## config.mk

```make
export PLATFORM = sky130hd
export DESIGN_NAME = sliding_window_max
export DESIGN_NICKNAME = d
export VERILOG_FILES = /design/src/rtl/swm_pkg.sv /design/src/rtl/swm_deque.sv /design/src/rtl/sliding_window_max.sv
export SDC_FILE = /design/constraint.sdc
export NUM_CORES = 1
export LEC_CHECK = 0
export BUFFER_PORTS_ARGS = -buffer_cell sky130_fd_sc_hd__buf_2
export CAP_MARGIN = 20
export CORE_MARGIN = 4
export CORE_UTILIZATION = 57
export CTS_CLUSTER_DIAMETER = 120
export DETAILED_ROUTE_END_ITERATION = 8
export PLACE_DENSITY = 0.87
export SKIP_CTS_REPAIR_TIMING = 1
export SYNTH_ARGS = -nofsm -noshare
export SYNTH_HDL_FRONTEND = slang
export SYNTH_SLANG_ARGS = --single-unit
```

## constraint.sdc

```tcl
create_clock -name clk_i -period 12.4 [get_ports clk_i]
set_input_delay 0.62 -clock clk_i [delete_from_list [all_inputs] [get_ports clk_i]]
set_output_delay 0.62 -clock clk_i [all_outputs]
set_load 0.03 [all_outputs]
```

## src/rtl/swm_pkg.sv

```systemverilog
`default_nettype none

package swm_pkg;

  // window limit and derived sizes
  localparam int WindowMax = 16;
  localparam int DeqDepth  = WindowMax + 1;
  localparam int DataW     = 32;
  localparam int CfgW      = 5;
  localparam int IdxW      = $clog2(DeqDepth);
  localparam int CntW      = $clog2(DeqDepth + 1);
  localparam int SumW      = CntW + 1;
  localparam int WinW      = $clog2(WindowMax + 1);
  localparam int RecW      = (WindowMax > 1) ? $clog2(WindowMax) : 1;

  // sequencer states
  typedef enum logic [2:0] {
    ST_IDLE,
    ST_BACK_RD,
    ST_BACK_CMP,
    ST_PUSH,
    ST_FRONT_RD,
    ST_FRONT_CMP,
    ST_REREAD,
    ST_DONE
  } state_e;

  // deque commands, at most one per cycle
  typedef struct packed {
    logic clear;
    logic rd_back;
    logic rd_front;
    logic drop_back;
    logic push;
    logic drop_front;
  } deq_cmd_t;

  // circular slot index: base plus offset, wrapped at the deque depth
  function automatic logic [IdxW-1:0] deq_slot(input logic [IdxW-1:0] base,
                                               input logic [CntW-1:0] off);
    logic [SumW-1:0] sum;
    sum = SumW'(base) + SumW'(off);
    if (sum >= SumW'(DeqDepth)) begin
      sum = sum - SumW'(DeqDepth);
    end
    return sum[IdxW-1:0];
  endfunction

  // window length clamped into 1..WindowMax
  function automatic logic [WinW-1:0] eff_window(input logic [CfgW-1:0] ws);
    logic [WinW-1:0] res;
    if (ws == '0) begin
      res = WinW'(1);
    end else if (int'(ws) > WindowMax) begin
      res = WinW'(WindowMax);
    end else begin
      res = WinW'(ws);
    end
    return res;
  endfunction

endpackage

`default_nettype wire

```

## src/rtl/swm_deque.sv

```systemverilog
`default_nettype none

module swm_deque (
  input  wire logic                         clk_i,
  input  wire logic                         rst_ni,
  input  wire swm_pkg::deq_cmd_t            cmd_i,
  input  wire logic [swm_pkg::DataW-1:0]    wdata_i,
  output logic [swm_pkg::DataW-1:0]         rdata_o,
  output logic [swm_pkg::CntW-1:0]          count_o
);

  logic [swm_pkg::DataW-1:0] mem [swm_pkg::DeqDepth];
  logic [swm_pkg::DataW-1:0] rdata_q;
  logic [swm_pkg::IdxW-1:0]  head_q, head_d;
  logic [swm_pkg::CntW-1:0]  count_q, count_d;
  logic [swm_pkg::IdxW-1:0]  head_push;
  logic [swm_pkg::CntW-1:0]  cnt_push;
  logic                      wr_en;
  logic [swm_pkg::IdxW-1:0]  wr_addr;
  logic                      rd_en;
  logic [swm_pkg::IdxW-1:0]  rd_addr;

  // room for a push: a full deque loses its front first
  always_comb begin
    if (count_q == swm_pkg::CntW'(swm_pkg::DeqDepth)) begin
      head_push = swm_pkg::deq_slot(head_q, swm_pkg::CntW'(1));
      cnt_push  = swm_pkg::CntW'(swm_pkg::DeqDepth - 1);
    end else begin
      head_push = head_q;
      cnt_push  = count_q;
    end
  end

  // head and count update
  always_comb begin
    head_d  = head_q;
    count_d = count_q;
    wr_en   = 1'b0;
    wr_addr = head_q;
    if (cmd_i.clear) begin
      head_d  = '0;
      count_d = '0;
    end else if (cmd_i.drop_back) begin
      count_d = count_q - swm_pkg::CntW'(1);
    end else if (cmd_i.push) begin
      wr_en   = 1'b1;
      wr_addr = swm_pkg::deq_slot(head_push, cnt_push);
      head_d  = head_push;
      count_d = cnt_push + swm_pkg::CntW'(1);
    end else if (cmd_i.drop_front) begin
      head_d  = swm_pkg::deq_slot(head_q, swm_pkg::CntW'(1));
      count_d = count_q - swm_pkg::CntW'(1);
    end
  end

  // read address: back entry or front entry
  assign rd_en   = cmd_i.rd_back | cmd_i.rd_front;
  assign rd_addr = cmd_i.rd_back ? swm_pkg::deq_slot(head_q, count_q - swm_pkg::CntW'(1))
                                 : head_q;

  always_ff @(posedge clk_i or negedge rst_ni) begin
    if (!rst_ni) begin
      head_q  <= '0;
      count_q <= '0;
    end else begin
      head_q  <= head_d;
      count_q <= count_d;
    end
  end

  // value store, one write and one registered read per cycle
  always_ff @(posedge clk_i) begin
    if (wr_en) begin
      mem[wr_addr] <= wdata_i;
    end
    if (rd_en) begin
      rdata_q <= mem[rd_addr];
    end
  end

  assign rdata_o = rdata_q;
  assign count_o = count_q;

endmodule

`default_nettype wire

```

## src/rtl/sliding_window_max.sv

```systemverilog
// Running maximum of the last window_size signed 32-bit samples (1..16, 0 acts
// as 1, larger values as 16), kept as a monotonic deque of candidates in a
// 17-entry value store with one registered read port. A sample with
// start_req_i set opens a new sequence and empties the window. The first
// window_size - 1 samples of a sequence give no result; every later sample
// gives one window_max_o transaction. A sample is taken only while idle; the
// sequencer then reads the back entry and drops it while smaller, reading
// again until no entry is left or the back is not smaller, pushes the sample,
// reads the front, drops it and rereads it when it is the leaving sample, and
// waits while a result is held for the receiver. The store's single read port
// sets this pace, walked one entry at a time through the shared compare. The
// user must write window_size only while idle; the block does not enforce it.
`default_nettype none

module sliding_window_max (
  input  wire logic                             clk_i,
  input  wire logic                             rst_ni,
  input  wire logic                             window_size_we_i,
  input  wire logic [swm_pkg::CfgW-1:0]         window_size_i,
  input  wire logic                             in_valid_i,
  output logic                                  in_ready_o,
  input  wire logic signed [swm_pkg::DataW-1:0] sample_i,
  input  wire logic                             start_req_i,
  output logic                                  out_valid_o,
  input  wire logic                             out_ready_i,
  output logic signed [swm_pkg::DataW-1:0]      window_max_o
);

  swm_pkg::state_e                 state_q, state_d;
  swm_pkg::deq_cmd_t               cmd;
  logic [swm_pkg::CfgW-1:0]        window_size_q;
  logic signed [swm_pkg::DataW-1:0] sample_q;
  logic [swm_pkg::WinW-1:0]        k_q;
  logic [swm_pkg::WinW-1:0]        seen_q;
  logic signed [swm_pkg::DataW-1:0] recent_q [swm_pkg::WindowMax];
  logic signed [swm_pkg::DataW-1:0] out_data_q;
  logic                            out_valid_q;
  logic [swm_pkg::DataW-1:0]       rdata;
  logic [swm_pkg::CntW-1:0]        count;
  logic [swm_pkg::WinW-1:0]        k_m1;
  logic [swm_pkg::RecW-1:0]        rec_idx;
  logic [swm_pkg::WinW:0]          seen_inc;
  logic                            emit;
  logic                            accept;
  logic                            back_smaller;
  logic                            front_leaves;
  logic                            out_stall;
  logic                            advance;
  logic                            load_out;

  swm_deque u_deque (
    .clk_i   (clk_i),
    .rst_ni  (rst_ni),
    .cmd_i   (cmd),
    .wdata_i (sample_q),
    .rdata_o (rdata),
    .count_o (count)
  );

  assign accept = in_valid_i & in_ready_o;

  // shared compare against the entry just read
  assign back_smaller = $signed(rdata) < sample_q;
  assign k_m1         = k_q - swm_pkg::WinW'(1);
  assign rec_idx      = k_m1[swm_pkg::RecW-1:0];
  assign front_leaves = (seen_q >= k_q) && (count >= swm_pkg::CntW'(2)) &&
                        (recent_q[rec_idx] == $signed(rdata));

  // result decision and seen count
  assign seen_inc  = {1'b0, seen_q} + (swm_pkg::WinW + 1)'(1);
  assign emit      = seen_inc >= {1'b0, k_q};
  assign out_stall = out_valid_q & ~out_ready_i;

  // next state
  always_comb begin
    state_d = state_q;
    case (state_q)
      swm_pkg::ST_IDLE: begin
        if (in_valid_i) begin
          state_d = swm_pkg::ST_BACK_RD;
        end
      end
      swm_pkg::ST_BACK_RD: begin
        state_d = (count != '0) ? swm_pkg::ST_BACK_CMP : swm_pkg::ST_PUSH;
      end
      swm_pkg::ST_BACK_CMP: begin
        state_d = back_smaller ? swm_pkg::ST_BACK_RD : swm_pkg::ST_PUSH;
      end
      swm_pkg::ST_PUSH: begin
        state_d = swm_pkg::ST_FRONT_RD;
      end
      swm_pkg::ST_FRONT_RD: begin
        state_d = swm_pkg::ST_FRONT_CMP;
      end
      swm_pkg::ST_FRONT_CMP: begin
        state_d = front_leaves ? swm_pkg::ST_REREAD : swm_pkg::ST_DONE;
      end
      swm_pkg::ST_REREAD: begin
        state_d = swm_pkg::ST_DONE;
      end
      swm_pkg::ST_DONE: begin
        if (!(emit && out_stall)) begin
          state_d = swm_pkg::ST_IDLE;
        end
      end
      default: begin
        state_d = swm_pkg::ST_IDLE;
      end
    endcase
  end

  // sequencer outputs
  always_comb begin
    cmd        = '0;
    in_ready_o = 1'b0;
    advance    = 1'b0;
    load_out   = 1'b0;
    case (state_q)
      swm_pkg::ST_IDLE: begin
        in_ready_o = 1'b1;
        cmd.clear  = in_valid_i & start_req_i;
      end
      swm_pkg::ST_BACK_RD: begin
        cmd.rd_back = (count != '0);
      end
      swm_pkg::ST_BACK_CMP: begin
        cmd.drop_back = back_smaller;
      end
      swm_pkg::ST_PUSH: begin
        cmd.push = 1'b1;
      end
      swm_pkg::ST_FRONT_RD: begin
        cmd.rd_front = 1'b1;
      end
      swm_pkg::ST_FRONT_CMP: begin
        cmd.drop_front = front_leaves;
      end
      swm_pkg::ST_REREAD: begin
        cmd.rd_front = 1'b1;
      end
      swm_pkg::ST_DONE: begin
        advance  = !(emit && out_stall);
        load_out = emit && !out_stall;
      end
      default: begin
        cmd = '0;
      end
    endcase
  end

  // control registers
  always_ff @(posedge clk_i or negedge rst_ni) begin
    if (!rst_ni) begin
      state_q       <= swm_pkg::ST_IDLE;
      window_size_q <= swm_pkg::CfgW'(1);
      seen_q        <= '0;
      out_valid_q   <= 1'b0;
    end else begin
      state_q <= state_d;
      if (window_size_we_i) begin
        window_size_q <= window_size_i;
      end
      if (accept && start_req_i) begin
        seen_q <= '0;
      end else if (advance) begin
        seen_q <= emit ? k_q : seen_inc[swm_pkg::WinW-1:0];
      end
      out_valid_q <= out_stall | load_out;
    end
  end

  // sample capture, past samples and result register
  always_ff @(posedge clk_i) begin
    if (accept) begin
      sample_q <= sample_i;
      k_q      <= swm_pkg::eff_window(window_size_q);
    end
    if (advance) begin
      for (int i = swm_pkg::WindowMax - 1; i > 0; i--) begin
        recent_q[i] <= recent_q[i-1];
      end
      recent_q[0] <= sample_q;
    end
    if (load_out) begin
      out_data_q <= $signed(rdata);
    end
  end

  assign out_valid_o  = out_valid_q;
  assign window_max_o = out_data_q;

endmodule

`default_nettype wire
```

### Word level (Yosys, flattened, before mapping)

Memory sizes are Yosys's and may differ from the RTL's. A register that Yosys moved wholly into a read port is not among the register bits.
Cells that the tools add are included.

* register bits after elaboration: 93
* latch bits: 0
* RAM bits: 1056
* memory bits (read-only): 0
* output and inout bits: 34
* word-level logic and storage cells: 108
* memories kept: 2

* $add $sub $neg: 10
* multipliers: 0
* div/mod/pow operators: 0
* $lt $le $gt $ge: 8
* equal/unequal tests: 12
* shifts and indexed selects: 0
* mux-type cells: 43
* bitwise logic cells: 6
* reduce and logical (&&, ||, !) cells: 17

Memory list
* u_deque.mem: depth 17, bits a word 32, read ports 1, clocked after memory_dff 1, write ports 1, line swm_deque.sv:12 `logic [swm_pkg::DataW-1:0] mem [swm_pkg::DeqDepth];`
* recent_q: depth 16, bits a word 32, read ports 16, clocked after memory_dff 0, write ports 16, line sliding_window_max.sv:35 `logic signed [swm_pkg::DataW-1:0] recent_q [swm_pkg::WindowMax];`

Operator list (count)
* $mux 5: 21
* $eq 32x32->1: 1
* $lt 32x32->1: 1
* $pmux 3 s8: 1
* $ge 6x5->1 const B: 3
* $mux 1: 18
* $sub 5x5->5 const B: 3
* $add 5x1->6 const B: 2
* $add 5x5->6: 2
* $eq 3x3->1 const B: 4
* $eq 3x2->1 const B: 2
* $ge 6x5->1: 1
* $mux 3: 2
* $add 5x1->5 const B: 1
* $eq 5x5->1 const B: 1
* $ge 5x2->1 const B: 1
* $ge 5x5->1: 1
* $gt 5x5->1 const B: 1
* $logic_and 1x1->1: 5
* $logic_not 5->1: 1
* $reduce_bool 5->1: 1
* $sub 5x1->5 const B: 1
* $ne 2x2->1 const B: 2
* $reduce_and 2->1: 2
* other kinds (13): 18

### Depth between registers and ports, before layout

Gate-level depths: netlist (run 1).

* depth in word-level cells: 10
* mapped depth: 20
* mapped depth without buffers: 20

### Modules after synthesis

A second synthesis (run 1) with hierarchy kept.

* cells, all modules: 3082
* area total of the unflattened synthesis: 50472.2 µm²

Modules (own cells, without submodules)
* swm_deque: times used 1, cells an instance 1956, area each 26649.3 µm², sequential area each 17546.8 µm²
* sliding_window_max: times used 1, cells an instance 1126, area each 23822.8 µm², sequential area each 17798.3 µm²

### Worst setup path after synthesis (run 1)

No wires, ideal clock.

* path type: register -> register
* start point: register seen_q[0] in the netlist's numbering
* end point: register seen_q[2] in the netlist's numbering
* arrival: 13.156 ns
* path slack: -0.868 ns
* stages on the path, launching flop included: 13
* path buffers: 0
* clock period less this slack: 13.268 ns
* cells stage by stage: dfrtp_1 -> ha_1 -> ha_1 -> a21o_1 -> a21oi_1 -> nor2b_1 -> o21ai_0 -> nand2_1 -> a21oi_1 -> nand2_1 -> inv_1 -> o21ai_0 -> a21oi_1

* cells in the longest elaborated chain, start to end: 6
* elaborated cells between the ends (all ways): 9
* those cells by class: add/sub: 1; order compare: 1; mux: 4; reduce/logical: 3

RTL lines
* start, declared: line sliding_window_max.sv:34 `logic [swm_pkg::WinW-1:0] seen_q;`
* start signal, assigned: line sliding_window_max.sv:166 `seen_q <= emit ? k_q : seen_inc[swm_pkg::WinW-1:0];`
* $add 5x1->6: line sliding_window_max.sv:70 `assign seen_inc = {1'b0, seen_q} + (swm_pkg::WinW + 1)'(1);`
* $ge 6x5->1: line sliding_window_max.sv:71 `assign emit = seen_inc >= {1'b0, k_q};`
* $logic_and 1x1->1: line sliding_window_max.sv:142 `advance = !(emit && out_stall);`
* $logic_not 1->1: line sliding_window_max.sv:142
* $mux 1: line sliding_window_max.sv:118 `case (state_q)`
* via advance: line sliding_window_max.sv:48 `logic advance;`
* $reduce_bool 2->1 (no line)

The timed path passes the listed nets, and every way through them passes these cells. The select of a mux whose other input is x is not followed.
A chain may end at the register's enable or synchronous reset.

### Worst setup path after layout (run 1)

* start point: register k_q[0] in the netlist's numbering
* end point: register u_deque.head_q[2] in the netlist's numbering

* cells in the longest elaborated chain, start to end: 7
* elaborated cells between the ends (all ways): 9
* those cells by class: add/sub: 1; order compare: 1; eq/ne: 1; mux: 1; reduce/logical: 4; memory: 1

RTL lines
* start, declared: line sliding_window_max.sv:33 `logic [swm_pkg::WinW-1:0] k_q;`
* start signal, assigned: line sliding_window_max.sv:176 `k_q <= swm_pkg::eff_window(window_size_q);`
* $sub 4x1->4: line sliding_window_max.sv:64 `assign k_m1 = k_q - swm_pkg::WinW'(1);`
* $mem_v2 16x32
* $eq 32x32->1: line sliding_window_max.sv:67 `(recent_q[rec_idx] == $signed(rdata));`
* $logic_and 1x1->1 *: line sliding_window_max.sv:66 `assign front_leaves = (seen_q >= k_q) && (count >= swm_pkg::CntW'(2)) &&`
* $mux 1 *: line sliding_window_max.sv:118
* $reduce_bool 3->1 (no line) *
* $reduce_and 2->1 (no line) *
* end signal, assigned: line swm_deque.sv:63 `head_q <= '0;`
* end signal, assigned: line swm_deque.sv:66 `head_q <= head_d;`
* end, declared: line swm_deque.sv:14 `logic [swm_pkg::IdxW-1:0] head_q, head_d;`

Mark *: on every way between the ends. The rest lies on a longest branch, timed or not.

==> results of run 1 <==
-- logic make-up (layout without fill, tap and decap cells) --
group | after synthesis | after routing | synth area share (%)
mux | 214 | 214 | 7.88
buf+inv | 222 | 414 | 2.03
compound gates | 477 | 477 | 6.49
flops | 1181 | 1181 | 74.2
fa+ha+maj | 68 | 68 | 1.82
simple gates | 747 | 747 | 6.75
xor+xnor | 47 | 47 | 0.879
-- cell usage after synthesis, types with 23 or more instances --
master	count
edfxtp_1	1157
nand2_1	464
a21oi_1	161
mux4_2	128
clkbuf_1	95
nor2_1	90
mux2i_1	75
nand3_1	73
a211oi_1	68
o21ai_0	68
ha_1	66
a2111oi_0	63
inv_1	59
a31oi_1	40
and3_1	39
buf_2	39
xnor2_1	27
a21o_1	24
dfrtp_1	23
-- worst max-delay path by stage --
stage,from,endpoint,cells after the start
after floorplan,seen_q[0],recent_q[0][0],10
after global placement,k_q[0],u_deque.count_o[2],14
after detailed placement,k_q[0],u_deque.head_q[2],14
after CTS,k_q[0],u_deque.head_q[1],14
after global routing,k_q[0],u_deque.head_q[3],14
final,k_q[0],u_deque.head_q[2],14
-- where the power goes --
group	total, W	switching (W)	leakage (nW)	internal, W
sequential	0.00588	0.000530	10.8	0.00535
clock	0.00338	0.00148	1.76	0.00191
combinational	0.00539	0.00369	5.40	0.00170
total	0.0146	0.00570	17.9	0.00895
-- layer usage --
layer | up-vias | global-route usage, % | part of all wire [%]
met5 | - | 0 | 0
met4 | 0 | 11.5 | 4.8
met3 | 430 | 4.93 | 11
met2 | 2128 | 41.4 | 48
met1 | 13800 | 34.0 | 35
li1 | 11700 | - | -
-- state kept, by name (all words and copies together), names as in the netlist --
name             flops
k_q                  5
out_valid_o          1
recent_q           512
sample_q            32
seen_q               5
state_q              3
u_deque.count_o      5
u_deque.head_q       5
u_deque.mem        544
u_deque.rdata_o     32
window_max_o        32
window_size_q        5
-- stage by stage --
step / utilization (%) / instances
2_1_floorplan: - / 2956
3_3_place_gp: 59.9 / 4006
3_5_place_dp: 60.0 / 4009
4_1_cts: 64.4 / 4215
5_1_grt: 64.4 / 4218
6_report: 64.4 / 4218
-- cell type report --
type / count / area (sq um) / area share [%]
Multi-Input combinational cell: 1553 / 11600 / 21.9
Tap cell: 1070 / 1340 / 2.52
Sequential cell: 1181 / 35300 / 66.5
Clock buffer: 136 / 2910 / 5.48
Clock inverter: 70 / 693 / 1.30
Inverter: 59 / 225 / 0.424
Timing Repair Buffer: 149 / 1020 / 1.92
==> impl_results.md, run 1 <==
* Layout cell share with drive strength beyond 1 at 15.6%
* Power per cell area at 276 nW/um^2
* N_diodes at 0
* Least-Margin Pin Slew at 1.21 ns
* Detailed Route WL at 114 mm
* CTS root buf: clkbuf_16
* Hold depth at 1
* Sequential area share after synthesis at 74.2%
* Routed via count at 28.0k
* Die area at 88,300 sq um
* WL/cell at 27.1 um
* Dpl cell area at 49,500 sq um
* Gpl congestion at 0.880
* Final slew viol count at 0
* Worst min-delay path class: input pin to register
* Largest net degree at the start of global routing at 206
* Post-Syn Nets at 3,067
* Worst Path Required at 12.97 ns
* Worst path buffer plus inverter count at 4
* Mapped Cells at 2,956
* Fin. Hold Viols at 0
* Worst Setup Start Kind: register
* HPWL after DPL at 63.0 mm
* Core ar. at 82,500 sq um
* Initial Util at 57.8%
* HP Start: sample_i[13]
* Fin crit period at 6.87 ns
* Clk_lat worst skew at 0.69 ns
* Crit path top cell by count: buf_4
* Post-synthesis async set-or-reset flop share at 2.03%
* Peak supply drop at 0.329 mV
* Post-synth EDFFs at 1,157
* Maxcap violations at 0
* Drt first pass iters at 6
* Clock skew at 0.0572 ns
* Antenna violations before repair at 3
* First-pass GRT wire length at 172 mm
* Commonest non-fill, non-tap cell in the layout: edfxtp_1
* Critical path type: register to register
* Cell area after synthesis at 47,700 sq um
* Clock tree from TritonCTS: built
* Row Count at 105
* Synth top area share at 72.9%
* CP max-delay cell: buf_4
* Final Cell Area at 53,100 sq um
* Fill cell count at 5,116
* Final nets at 3,166
* Main flop type after synthesis: edfxtp_1
* Crit path max-delay family: buffers and inverters
* Hold EP: sample_q[13]
* Largest cells by area after synthesis: edfxtp_1 (73%), mux4_2 (6.0%), nand2_1 (3.7%)
* Total CTS buffers at 111
* Period utilisation layout at 55.4%
* Residual DRC at 0
* Setup TNS at 0 ns
* CTS clock-pin slew for the worst setup and hold paths at 0.07 ns
* Gr usage total at 25.5%
* Area Overhead vs Synth at 11.5%
* Slew headroom at 19.4%
* Unrepaired setup endpoints after global routing: false
* Outcome: finished, final reports clean
* Worst path cell trace: buf_4 -> inv_1 -> ha_4 -> buf_4 -> buf_4 -> mux4_2 -> mux4_2 -> xnor2_1 -> nand4_1 -> a2111oi_2 -> and4_1 -> nand3_4 -> nand2_1 -> mux2_2
* Remaining Overflow, GRT at 0
* Sink Count at 1,181
* Synth cell types at 69
* Reg2reg path depth at 14
* Maximum clock frequency at 146 MHz
* Vias in the first global route at 28.2k
* CP arrival at 7.44 ns
* Worst path max stage delay at 0.76 ns
* Cell taking the most area after synthesis: edfxtp_1
* Worst reg2reg path startpoint: k_q[0]
* Synth Register Bits at 1,181
* Leak pwr at 17.9 nW
* Chip height at 297 um
* DRT iter0 DRCs at 4,164
* Max Fanout on Critical Path at 64
* Die width at 297 um
* Remaining antenna violation count at 0
* H-tree Lvls at 3
* IO Pins at 77
* Commonest non-fill, non-tap cells in the layout: edfxtp_1 (1,157), nand2_1 (463), a21oi_1 (161), mux4_2 (128), clkbuf_16 (113)
* Reg2reg setup slack at 5.53 ns
* Total Power at 0.0146 W
* Via density at 6.64
* # port buffers at 76
* Syn Area/Cell at 16.1 sq um
* Max clock buf depth at 3
* Ys Warns at 0
* R2r endpoint: u_deque.head_q[2]
* Final worst setup slack at 5.53 ns
* Post-place setup slack at 5.58 ns
* Final setup vio count at 0
* Hold WS at 0.109 ns
* CP endpoint kind: register
Power figures use the tool's default switching activity.
==> run 2: changes to the inputs <==
Settings changed: CORE_UTILIZATION 57 to 60, PLACE_DENSITY 0.87 to 0.88.
Clock period 12.4 ns to 6.5 ns, I/O delays scaled along.
==> run 2 against run 1 <==
Critical path depth grew 1. Critical path type unchanged. Wire length grew 1.7%. Count of clock-buffer cells in the layout shrank 10. Highest routed layer unchanged. Largest power group is now combinational cells. Sequential cell count is the same. Combinational power grew 110%. Register-to-register slack lost 5.0 ns. Non-clock buffer count grew 98. Sequential share of layout area shrank 0.86 points. First-iteration DRC count grew 12%. Power grew 95%.
==> impl_results.md, run 2 (synthesized netlist as in run 1, its figures left out) <==
* Sink Count at 1,181 (unchanged)
* First-pass GRT wire length at 175 mm (+1.5%)
* Remaining antenna violation count at 0 (unchanged)
* Via density at 6.70 (+0.91%)
* Clock skew at 0.0285 ns (-0.0287 ns)
* Hold EP: window_size_q[2]
* Final setup vio count at 0 (unchanged)
* Die area at 84,000 sq um (-4.9%)
* Worst min-delay path class: input pin to register
* Gpl congestion at 0.867 (-1.5%)
* Final slew viol count at 0 (unchanged)
* Area of the multi-input gates at 11,600 sq um (about the same)
* Max clock buf depth at 3 (unchanged)
* Die width at 290 um (-2.5%)
* Area Overhead vs Synth at 13.0%
* Commonest non-fill, non-tap cell in the layout: edfxtp_1
* Total Power at 0.0285 W (+95%)
* IO Pins at 77 (unchanged)
* Int Power at 0.0174 W (+94%)
* Reg with most FFs: u_deque.mem
* Largest regs: u_deque.mem: 544 flops, recent_q: 512 flops
* Vias in the first global route at 28.4k (+0.68%)
* DRT iter0 DRCs at 4,648 (+12%)
* Worst Setup Start Kind: register
* Final Cell Area at 53,800 sq um (+1.3%)
* Initial Util at 60.4% (+2.7 points)
* Peak supply drop at 0.826 mV (+150%)
* Maxcap violations at 0 (unchanged)
* Worst reg2reg path startpoint: u_deque.count_o[0]
* P_sw at 0.0112 W (+96%)
* Max Fanout on Critical Path at 36 (-44%)
* Hold depth at 2 (+1)
* Crit path max-delay family: compound AO/OA/AOI/OAI gates
* Maximum clock frequency at 168 MHz (+15%)
* Clk_lat worst skew at 0.67 ns (-0.02 ns)
* Drt first pass iters at 8 (+2)
* Gr usage total at 26.9% (+1.4 points)
* Fin crit period at 5.95 ns (-0.912 ns)
* HP Start: window_size_we_i
* Critical path type: register to register
* CTS root buf: clkbuf_16
* Leak pwr at 18.4 nW (+2.4%)
* Power per cell area at 530 nW/um^2 (+92%)
* Final nets at 3,262 (+3.0%)
* Final worst setup slack at 0.545 ns (-4.99 ns)
* Least-Margin Pin Slew at 1.04 ns (-0.166 ns)
* Comb pwr share at 39.1% (+2.3 points)
* Residual DRC at 0 (unchanged)
* Max reg flops at 544 (unchanged)
* Reg2reg setup slack at 0.55 ns (-4.99 ns)
* R2r endpoint: u_deque.rdata_o[5]
* Routed via count at 28.8k (+2.7%)
* Total CTS buffers at 109 (-1.8%)
* Hold WS at 0.0000182 ns (-0.109 ns)
* Worst path buffer plus inverter count at 3 (-1)
* Antenna violations before repair at 2 (-1)
* CP arrival at 6.32 ns (-1.12 ns)
* Storage element area at 35,300 sq um (unchanged)
* Outcome: finished, final reports clean
* Reg2reg path depth at 15 (+1)
* Worst Path Required at 6.86 ns (-6.11 ns)
* Slew headroom at 28.6% (+9.3 points)
* Unrepaired setup endpoints after global routing: false
* Remaining Overflow, GRT at 0 (unchanged)
* Clk pwr share at 22.0% (-1.1 points)
* Fin. Hold Viols at 0 (unchanged)
* Post-place setup slack at 0.817 ns (-4.76 ns)
* # port buffers at 76 (unchanged)
* Commonest non-fill, non-tap cells in the layout: edfxtp_1 (1,157), nand2_1 (462), a21oi_1 (160), mux4_2 (128), buf_4 (120)
* Layout cell share with drive strength beyond 1 at 17.0% (+1.4 points)
* Worst path max stage delay at 0.80 ns (+0.04 ns)
* Detailed Route WL at 116 mm (+1.7%)
* CP max-delay cell: o311ai_0
* Register share of total power at 38.9% (-1.2 points)
* Period utilisation layout at 91.6% (+36 points)
* Chip height at 290 um (-2.5%)
* CTS clock-pin slew for the worst setup and hold paths at 0.07 ns (about the same)
* Clock tree from TritonCTS: built
* HPWL after DPL at 66.4 mm (+5.3%)
* CP endpoint kind: register
* Fill cell count at 4,574 (-11%)
* Sw frac at 39.2% (+0.26 points)
* Worst path cell trace: inv_1 -> ha_1 -> inv_1 -> ha_1 -> a21o_1 -> a21oi_1 -> xnor2_1 -> o311ai_0 -> mux2i_4 -> nand2_4 -> nand2b_1 -> buf_4 -> a21oi_1 -> a2111oi_0 -> a211oi_1
* WL/cell at 27.1 um (-0.11%)
* H-tree Lvls at 3 (unchanged)
* Core ar. at 78,900 sq um (-4.4%)
* Dpl cell area at 50,000 sq um (+0.93%)
* N_diodes at 0 (unchanged)
* Row Count at 103 (-1.9%)
* Largest net degree at the start of global routing at 132 (-36%)
[run 2: cell count changes in the layout (fill, tap and decap cells not counted), moves of 2 or more]
cell	before	now
clkinv_1	20	22
clkbuf_1	23	16
clkinv_4	5	1
clkbuf_16	113	110
clkinvlp_4	7	10
clkinv_8	1	4
clkinv_2	23	31
bufinv_16	11	9
buf_4	65	120
dlygate4sd3_1	1	40
[run 2: worst reg2reg max path: stages (launching register included)]
cell and delay (ns):
dfrtp_1 0.45, inv_1 0.16, ha_1 0.37, inv_1 0.06
ha_1 0.27, a21o_1 0.19, a21oi_1 0.23, xnor2_1 0.21
o311ai_0 0.80, mux2i_4 0.61, nand2_4 0.37, nand2b_1 0.66
buf_4 0.44, a21oi_1 0.10, a2111oi_0 0.63, a211oi_1 0.13
[run 2: power by group through the flow]
stage                     sequential [W]  clock [W]  combinational [W]
after floorplan                   0.0110          0            0.00681
after global placement            0.0110          0             0.0100
after detailed placement          0.0111          0             0.0105
after CTS                         0.0110    0.00632             0.0109
after global routing              0.0111    0.00667             0.0118
final                             0.0111    0.00628             0.0112
[run 2: metrics by stage]
stage | util, % | setup TNS (ns) | std cells
2_1_floorplan | - | -1662.17 | 2956
6_report | 68.3 | 0 | 4294
4_1_cts | 67.7 | 0 | 4252
3_3_place_gp | 63.3 | 0 | 4047
3_5_place_dp | 63.3 | 0 | 4048
5_1_grt | 68.3 | 0 | 4294
[run 2: how the worst max path moves through the flow]
| stage | start | to | slack, ns | depth (start not counted) |
|---|---|---|---|---|
| detailed placement | u_deque.count_o[0] | u_deque.rdata_o[3] | 0.82 | 15 |
| finish | u_deque.count_o[0] | u_deque.rdata_o[5] | 0.55 | 15 |
| CTS | u_deque.count_o[0] | u_deque.rdata_o[19] | 0.55 | 15 |
| global placement | u_deque.head_q[2] | u_deque.mem[0][30] | 1.11 | 19 |
| global route | u_deque.count_o[0] | u_deque.rdata_o[5] | 0.18 | 15 |
| floorplan | seen_q[0] | recent_q[0][0] | -3.23 | 10 |
[run 2: cell type report]
cell class / count / area share, %
clock buffer: 126 / 5.22
clock inverter: 78 / 1.24
inverter: 59 / 0.418
multi-input combinational: 1553 / 21.6
sequential: 1181 / 65.6
tap: 1050 / 2.44
timing repair buffer: 247 / 3.46
[run 2: layer usage]
layer	global-route usage (%)	wire length [um]	vias up
met4	10.8	5250	0
met3	5.74	14700	399
met2	43.2	56100	2355
li1	-	-	11800
met5	0	0	-
met1	36.6	40400	14200
